<file path="config.mk">
export PLATFORM = sky130hd
export DESIGN_NAME = brew_sequencer_heater_control
export DESIGN_NICKNAME = d
export VERILOG_FILES = /design/src/hdl/bshc_pkg.sv /design/src/hdl/brew_sequencer_heater_control.sv
export SDC_FILE = /design/constraint.sdc
export NUM_CORES = 1
export LEC_CHECK = 0
export ABC_AREA = 1
export BUFFER_PORTS_ARGS = -buffer_cell sky130_fd_sc_hd__clkbuf_2
export CORE_MARGIN = 1
export CORE_UTILIZATION = 25
export DETAILED_ROUTE_END_ITERATION = 8
export PLACE_DENSITY = 0.37
export SYNTH_ARGS = -nofsm -noshare
export SYNTH_HDL_FRONTEND = slang
export SYNTH_SLANG_ARGS = --single-unit
</file>
<file path="constraint.sdc">
create_clock -name clock -period 16.91 [get_ports clock]
set_input_delay 5.073 -clock clock [delete_from_list [all_inputs] [get_ports clock]]
set_output_delay 5.073 -clock clock [all_outputs]
set_load 0.03 [all_outputs]
</file>
<file path="src/hdl/bshc_pkg.sv">
`timescale 1ns / 1ps
`default_nettype none

package bshc_pkg;

   // brew sequence phases, as shown on the result word
   typedef enum logic [2:0] {
      PH_OFF        = 3'd0,
      PH_PREINF_ON  = 3'd1,
      PH_PREINF_OFF = 3'd2,
      PH_BREW       = 3'd3,
      PH_STANDBY    = 3'd4
   } phase_type;

   // register indexes on the csr port
   typedef enum logic [2:0] {
      REG_SETPOINT     = 3'd0,
      REG_BREW_SEC     = 3'd1,
      REG_PREINF_EN    = 3'd2,
      REG_PREINF_ON    = 3'd3,
      REG_PREINF_OFF   = 3'd4,
      REG_TEMP_LOCK    = 3'd5,
      REG_STANDBY_SEC  = 3'd6
   } reg_index_type;

   localparam int DUTY_DIVISOR = 3;
   localparam int DUTY_W       = 2;

   // quarter-degree thresholds
   localparam int OVERHEAT_Q   = 440;
   localparam int THIN_RANGE_Q = 40;
   localparam int IN_RANGE_Q   = 8;

   localparam int MS_PER_SEC   = 1000;
   localparam int MS_PER_HALF  = 500;

   // reset values of the registers
   localparam logic [6:0]  RST_SETPOINT    = 7'd96;
   localparam logic [14:0] RST_BREW_MS     = 15'd6000;
   localparam logic        RST_PREINF_EN   = 1'b1;
   localparam logic [13:0] RST_PREINF_ON   = 14'd3000;
   localparam logic [12:0] RST_PREINF_HALF = 13'd1500;
   localparam logic [14:0] RST_PREINF_OFF  = 15'd10000;
   localparam logic        RST_TEMP_LOCK   = 1'b1;
   localparam logic [25:0] RST_STANDBY_MS  = 26'd900000;

   // heater curve breakpoints on the error, quarter degrees
   localparam int CURVE_LOW_Q  = 1;    // at or below: 0 percent
   localparam int CURVE_RAMP_Q = 40;   // up to here: 1 percent
   localparam int CURVE_MID_Q  = 100;  // 80 percent here
   localparam int CURVE_TOP_Q  = 200;  // 100 percent from here
   localparam int CURVE_MID_PCT = 80;
   // floor(79*x/60) = (x * RAMP_RECIP) >> RAMP_SHIFT for x <= 60
   localparam logic [16:0] RAMP_RECIP = 17'd86290;
   localparam int          RAMP_SHIFT = 16;
   // floor(x/5) = (x * FIVE_RECIP) >> FIVE_SHIFT for x <= 100
   localparam logic [7:0]  FIVE_RECIP = 8'd205;
   localparam int          FIVE_SHIFT = 10;

endpackage

`default_nettype wire

</file>
<file path="src/hdl/brew_sequencer_heater_control.sv">
`timescale 1ns / 1ps
`default_nettype none

// Brew sequencer and boiler heater control. Each request word is one control tick
// (timestamp, thermocouple word, brew button toggle, power switch write); each tick
// gives exactly one response word with the pump level, heater percent, decoded
// temperature, phase and fault flags. A new word is taken every clock unless the
// response register is stalled: the word passes an input register, one pass of
// shallow logic and a response register, and the response register alone holds
// back the input side when rsp_tready is low. The user must write registers on the
// csr port only while no tick is in flight; the block itself does not enforce it.
// The ms limits are worked out from the second counts at write time.

module brew_sequencer_heater_control
   import bshc_pkg::*;
(
   input  wire logic        clock,
   input  wire logic        reset,
   // req_tdata: now_ms[31:0], sensor_word[47:32], brew_press[48], power_write[49],
   //            power_value[50], zero fill[55:51]
   input  wire logic        req_tvalid,
   output logic             req_tready,
   input  wire logic [55:0] req_tdata,
   // rsp_tdata: pump_on[0], heater_percent[7:1], temp_in_range[8],
   //            temperature_q[21:9], phase[24:22], powered[25], sensor_fault[26],
   //            zero fill[31:27]
   output logic             rsp_tvalid,
   input  wire logic        rsp_tready,
   output logic [31:0]      rsp_tdata,
   input  wire logic        csr_valid,
   output logic             csr_ready,
   input  wire logic [2:0]  csr_index,
   input  wire logic [15:0] csr_data
);

   // configuration
   logic [6:0]  setpoint_ff;
   logic [14:0] brew_ms_ff;
   logic        preinf_en_ff;
   logic [13:0] preinf_on_ms_ff;
   logic [12:0] preinf_half_ms_ff;
   logic [14:0] preinf_off_ms_ff;
   logic        temp_lock_ff;
   logic [25:0] standby_ms_ff;

   // input register
   logic        in_valid_ff;
   logic [31:0] in_now_ff;
   logic [15:0] in_word_ff;
   logic        in_press_ff;
   logic        in_pwr_wr_ff;
   logic        in_pwr_val_ff;

   // sequencer state
   phase_type   phase_ff, phase_in;
   logic [31:0] phase_start_ff, phase_start_in;
   logic [31:0] idle_start_ff, idle_start_in;
   logic        request_ff, request_in;
   logic        power_flag_ff, power_flag_in;
   logic        pump_ff, pump_in;
   logic [DUTY_W-1:0] duty_ff, duty_in;

   // response register
   logic        rsp_valid_ff;
   logic [31:0] rsp_data_ff, rsp_data_in;

   logic        advance;

   assign advance    = in_valid_ff && (!rsp_valid_ff || rsp_tready);
   assign req_tready = !in_valid_ff || advance;
   assign csr_ready  = 1'b1;
   assign rsp_tvalid = rsp_valid_ff;
   assign rsp_tdata  = rsp_data_ff;

   always_ff @(posedge clock) begin
      if (reset) begin
         setpoint_ff       <= RST_SETPOINT;
         brew_ms_ff        <= RST_BREW_MS;
         preinf_en_ff      <= RST_PREINF_EN;
         preinf_on_ms_ff   <= RST_PREINF_ON;
         preinf_half_ms_ff <= RST_PREINF_HALF;
         preinf_off_ms_ff  <= RST_PREINF_OFF;
         temp_lock_ff      <= RST_TEMP_LOCK;
         standby_ms_ff     <= RST_STANDBY_MS;
      end else if (csr_valid) begin
         case (csr_index)
            REG_SETPOINT:    setpoint_ff  <= csr_data[6:0];
            REG_BREW_SEC:    brew_ms_ff   <= 15'(csr_data[4:0]) * 15'(MS_PER_SEC);
            REG_PREINF_EN:   preinf_en_ff <= csr_data[0];
            REG_PREINF_ON: begin
               preinf_on_ms_ff   <= 14'(csr_data[3:0]) * 14'(MS_PER_SEC);
               preinf_half_ms_ff <= 13'(csr_data[3:0]) * 13'(MS_PER_HALF);
            end
            REG_PREINF_OFF:  preinf_off_ms_ff <= 15'(csr_data[4:0]) * 15'(MS_PER_SEC);
            REG_TEMP_LOCK:   temp_lock_ff     <= csr_data[0];
            REG_STANDBY_SEC: standby_ms_ff    <= 26'(csr_data) * 26'(MS_PER_SEC);
            default: ;
         endcase
      end
   end

   always_ff @(posedge clock) begin
      if (reset) begin
         in_valid_ff <= 1'b0;
      end else if (req_tready) begin
         in_valid_ff <= req_tvalid;
      end
      if (req_tvalid && req_tready) begin
         in_now_ff     <= req_tdata[31:0];
         in_word_ff    <= req_tdata[47:32];
         in_press_ff   <= req_tdata[48];
         in_pwr_wr_ff  <= req_tdata[49];
         in_pwr_val_ff <= req_tdata[50];
      end
   end

   always_comb begin
      logic              open_sensor;
      logic              fault;
      logic              in_range;
      logic signed [12:0] temp_q;
      logic signed [13:0] temp_w;
      logic signed [13:0] sp_q;
      logic signed [13:0] err;
      logic [31:0]       el_phase;
      logic [31:0]       el_idle;
      logic [31:0]       el_pump;
      logic [6:0]        ramp_x;
      logic [23:0]       ramp_p;
      logic [6:0]        top_x;
      logic [14:0]       top_p;
      logic [6:0]        power;

      request_in     = request_ff ^ in_press_ff;
      power_flag_in  = in_pwr_wr_ff ? in_pwr_val_ff : power_flag_ff;
      phase_in       = phase_ff;
      phase_start_in = phase_start_ff;
      idle_start_in  = idle_start_ff;
      pump_in        = pump_ff;

      open_sensor = in_word_ff[2];
      temp_q      = open_sensor ? 13'sd0 : $signed(in_word_ff[15:3]);
      temp_w      = 14'(temp_q);
      sp_q        = $signed({5'd0, setpoint_ff, 2'd0});
      in_range    = (temp_w >= sp_q - 14'sd8) && (temp_w <= sp_q + 14'sd8);

      el_phase = in_now_ff - phase_start_ff;
      el_idle  = in_now_ff - idle_start_ff;

      // request withdrawn: back to off, pump stops
      if (!request_in && phase_ff != PH_STANDBY) begin
         pump_in  = 1'b0;
         phase_in = PH_OFF;
      end

      case (phase_in)
         PH_OFF: begin
            if (request_in) begin
               if (in_range || !temp_lock_ff) begin
                  phase_start_in = in_now_ff;
                  idle_start_in  = in_now_ff;
                  phase_in       = preinf_en_ff ? PH_PREINF_ON : PH_BREW;
               end else begin
                  request_in = 1'b0;
               end
            end else if (!power_flag_in || el_idle > 32'(standby_ms_ff)) begin
               phase_in      = PH_STANDBY;
               power_flag_in = 1'b0;
            end
         end
         PH_PREINF_ON: begin
            if (el_phase < 32'(preinf_on_ms_ff)) begin
               pump_in = 1'b1;
            end else begin
               phase_in       = PH_PREINF_OFF;
               phase_start_in = in_now_ff;
            end
         end
         PH_PREINF_OFF: begin
            if (el_phase < 32'(preinf_off_ms_ff)) begin
               pump_in = 1'b0;
            end else begin
               phase_in       = PH_BREW;
               phase_start_in = in_now_ff;
            end
         end
         PH_BREW: begin
            if (el_phase < 32'(brew_ms_ff)) begin
               pump_in = 1'b1;
            end else begin
               pump_in    = 1'b0;
               phase_in   = PH_OFF;
               request_in = 1'b0;
            end
         end
         PH_STANDBY: begin
            if (power_flag_in) begin
               idle_start_in = in_now_ff;
               phase_in      = PH_OFF;
            end
         end
         default: ;
      endcase

      // heater curve on the error, reciprocal multiplies stand in for the divides
      err    = sp_q - temp_w;
      ramp_x = 7'(err - 14'(CURVE_RAMP_Q));
      ramp_p = 24'(ramp_x) * 24'(RAMP_RECIP);
      top_x  = 7'(err - 14'(CURVE_MID_Q));
      top_p  = 15'(top_x) * 15'(FIVE_RECIP);
      if (err <= 14'(CURVE_LOW_Q)) begin
         power = 7'd0;
      end else if (err <= 14'(CURVE_RAMP_Q)) begin
         power = 7'd1;
      end else if (err <= 14'(CURVE_MID_Q)) begin
         power = 7'd1 + ramp_p[RAMP_SHIFT +: 7];
      end else if (err <= 14'(CURVE_TOP_Q)) begin
         power = 7'(CURVE_MID_PCT) + 7'(top_p[FIVE_SHIFT +: 5]);
      end else begin
         power = 7'd100;
      end
      if (err > 14'sd0 && err <= 14'(THIN_RANGE_Q) && duty_ff != '0) begin
         power = 7'd0;
      end

      el_pump = in_now_ff - phase_start_in;
      fault   = open_sensor || (temp_w > 14'(OVERHEAT_Q));
      if (fault || phase_in == PH_STANDBY) begin
         power = 7'd0;
      end else if (phase_in inside {PH_PREINF_ON, PH_BREW} ||
                   (phase_in == PH_PREINF_OFF && el_pump < 32'(preinf_half_ms_ff))) begin
         power = 7'd100;
      end

      duty_in = (32'(duty_ff) + 32'd1 >= 32'(DUTY_DIVISOR)) ? '0 : duty_ff + 1'b1;

      rsp_data_in = {5'd0, fault, power_flag_in, phase_in, temp_q, in_range, power,
                     pump_in};
   end

   always_ff @(posedge clock) begin
      if (reset) begin
         phase_ff       <= PH_OFF;
         phase_start_ff <= '0;
         idle_start_ff  <= '0;
         request_ff     <= 1'b0;
         power_flag_ff  <= 1'b1;
         pump_ff        <= 1'b0;
         duty_ff        <= '0;
         rsp_valid_ff   <= 1'b0;
      end else begin
         if (advance) begin
            phase_ff       <= phase_in;
            phase_start_ff <= phase_start_in;
            idle_start_ff  <= idle_start_in;
            request_ff     <= request_in;
            power_flag_ff  <= power_flag_in;
            pump_ff        <= pump_in;
            duty_ff        <= duty_in;
            rsp_valid_ff   <= 1'b1;
         end else if (rsp_tready) begin
            rsp_valid_ff <= 1'b0;
         end
      end
      if (advance) begin
         rsp_data_ff <= rsp_data_in;
      end
   end

endmodule

`default_nettype wire

</file>
==> results by group <==
Run status
  – Status: complete, no violations

Finish
  – Area grow syn2layout: 12.7%
  – # nets final: 3749
  – Core Util, Final: 28.5%
  – Ant. Diodes: 0
  – Layout cells sized above 1: 8.18%

Global routing
  – Top Usage Layer GRT: met2
  – GRT met1 Usage: 21.1%
  – Routing usage on met3: 1.59%
  – Largest net degree at the start of global routing: 77
  – GRT Overall Usage: 16.1%
  – Total congestion overflow: 0
  – First-pass GRT wire length: 117000 um
  – M2 GR Usage: 28.9%
  – Initial antenna violation count: 3
  – Vias in the first global route: 20100

Clocking
  – Setup Fix Bufs, Post-CTS: 0
  – CTS root buffer: clkbuf_16
  – Resized Gates After CTS: 0
  – CTS buffer count: 29
  – CTS hold repair buffers: 0
  – CTS sink cnt: 217
  – CTS tree: built
  – Clk pin slew, worst setup/hold paths: 0.06 ns
  – Worst-Skew Late Latency: 0.59 ns
  – Clk buf depth: 3
  – H-tree levels: 1

Timing
  – Finish-stage setup viols: 0
  – Setup Skew: 0.0318 ns
  – Worst-Margin Slew: 0.914 ns
  – Min Clock Period, post-route: 10.59 ns
  – Setup_tns: 0 ns
  – Final period utilization: 62.7%
  – Post-route setup slack: 6.32 ns
  – Achievable frequency: 0.0944 GHz
  – Fin. max-slew vios: 0
  – RSZ-0062 raised after global routing: false
  – Final Hold Fails: 0
  – Slew HR: 39.0%

Worst setup path
  – Crit path arrival time: 5.52 ns
  – CP startpoint kind: input port
  – Most used cell, CP: clkbuf_2
  – CP Capture Type: output pin
  – Endpoint required time on the critical path: 11.84 ns
  – CP cell instances: clkbuf_2 > inv_1 > nand3_1 > clkbuf_2
  – Worst path slowest cell: clkbuf_2
  – CP Class: in2out
  – Crit path largest cell delay: 0.21 ns
  – Worst-path fanout max: 3

Logic synthesis
  – Cell with the most instances after synthesis: nand2_1
  – Cell area after synthesis: 22800 sq um
  – Yosys reg bits: 217
  – Main area contributors after synthesis: ha_1 19%, dfxtp_1 12%, edfxtp_1 10%, nand2_1 9.9%, inv_1 9.8%
  – Yosys top cell by area: ha_1
  – Number of synthesized flops with an enable pin: 76
  – Netlist cell types: 61
  – Most used DFF post-synth: dfxtp_1
  – Syn avg cell area: 7.27 sq um
  – Synth top cells by count: 599 x nand2_1, 597 x inv_1, 344 x ha_1
  – Async set-reset flop share out of synthesis: 0%
  – Top cell type's share of synthesized area: 18.9%
  – Seq/Total Area, Yosys: 22.4%
  – Post-synthesis cell count: 3136
  – Synth warn: 0

Route
  – Iter 0 DRT Violations: 850
  – Antenna Nets Post-Route: 0
  – DRT Wirelength: 74000 um
  – Routed WL per cell: 16.7 um
  – Via Count: 19900
  – Drt first pass iters: 5
  – DR DRC count: 0
  – Vias per cell: 4.48

Power and ir drop
  – Pleak: 12.9 nW
  – Final total power: 2.84 mW
  – Maximum vdd ir drop: 0.0611 mV
  – PwrDens: 111 nW/um^2

Floorplan
  – Core area: 90100 sq um
  – Die W: 304 um
  – Starting density of the core: 25.3%
  – Row count: 110
  – Die Y: 304 um
  – Io pins: 115
  – Die ar.: 92500 sq um

Flow run
  – Max_cap viols: 0

Placed design
  – Setup WS pre-CTS: 6.24 ns
  – Post-DP HPWL: 60900 um
  – Placer Congestion: 0.834
  – IO buf count: 101

Worst hold path
  – Hold Path Class: reg2reg
==> cell families after synthesis <==
group,share of synthesized area [%]
xor gates and xnor gates,4.22
AOI/OAI and AO/OA,14.7
adders and majority gates,26.1
buffers and inverters,11.1
and+or+nand+nor,21.4
other,0.0329
DFF,22.4
==> worst paths after layout <==
kind	from	end	slack (ns)	cells after the start
hold reg to reg	preinf_off_ms_ff[6]$_SDFFE_PP0P_	preinf_off_ms_ff[6]$_SDFFE_PP0P_	0.46	2
hold / removal	preinf_off_ms_ff[6]$_SDFFE_PP0P_	preinf_off_ms_ff[6]$_SDFFE_PP0P_	0.46	2
setup reg to reg	in_now_ff[5]$_DFFE_PP_	rsp_tdata[5]$_SDFFCE_PP0P_	8.42	35
setup / recovery	rsp_tready	req_tready	6.32	4
==> per-layer routing <==
metal | vias to the layer above | part of all wire, %
li1 | 10500 | -
met1 | 9166 | 48
met2 | 205 | 49
met3 | 55 | 2.4
met4 | 6 | 1.4
met5 | - | 0.043
==> worst max-delay path: cells and delay by family <==
family / cells / cell delay, ns
buf+inv: 3 / 0.34
simple gates: 1 / 0.11
==> through the flow <==
stage / cells / hold WS, ns / cell area, sq um
after floorplan: 3140 / 0.435 / 22800
after global placement: 4387 / 0.451 / 24800
after detailed placement: 4387 / 0.450 / 24800
after CTS: 4440 / 0.464 / 25700
after global routing: 4440 / 0.482 / 25700
final: 4440 / 0.461 / 25700
==> where the power goes <==
part | switching (mW) | internal, mW | leakage (nW)
clock | 0.264 | 0.366 | 0.459
sequential | 0.0178 | 0.572 | 1.89
combinational | 1.01 | 0.608 | 10.6
==> sequential cells by signal (all words and copies together), names as in the netlist, 2 cells and up <==
register	cells
phase_start_ff	32
idle_start_ff	32
preinf_half_ms_ff	11
rsp_tdata	27
phase_ff	3
in_now_ff	32
brew_ms_ff	12
preinf_off_ms_ff	12
setpoint_ff	7
standby_ms_ff	23
in_word_ff	14
duty_ff	2
==> area by class of cell <==
cell class,instances,area (sq um)
clock buffer,37,769
clock inverter,16,165
fill,9967,64400
inverter,615,2310
multi-input combinational,2253,15200
sequential,217,5100
tap,1176,1470
timing repair buffer,126,693
==> placed cells by master, fill, tap and decap left out, types with 9 or more instances in the layout <==
cell type and instances:
inv_2 13, nor2_2 10, o21bai_1 9, o211ai_1 35, xnor2_1 22, clkbuf_2 101, nand4_1 49, a21oi_1 279
o21ai_1 11, o21ai_0 208, nand3_1 134, o21a_1 9, ha_1 344, fa_1 83, nand2_1 597, nor2_1 199
xor2_1 86, buf_4 25, a31oi_1 9, inv_1 596, nand3_2 9, clkbuf_16 29, a21o_1 9, nand2_2 25
dfxtp_1 141, nor3_1 28, edfxtp_1 76
Note: power is estimated with default switching activity, not from simulation.
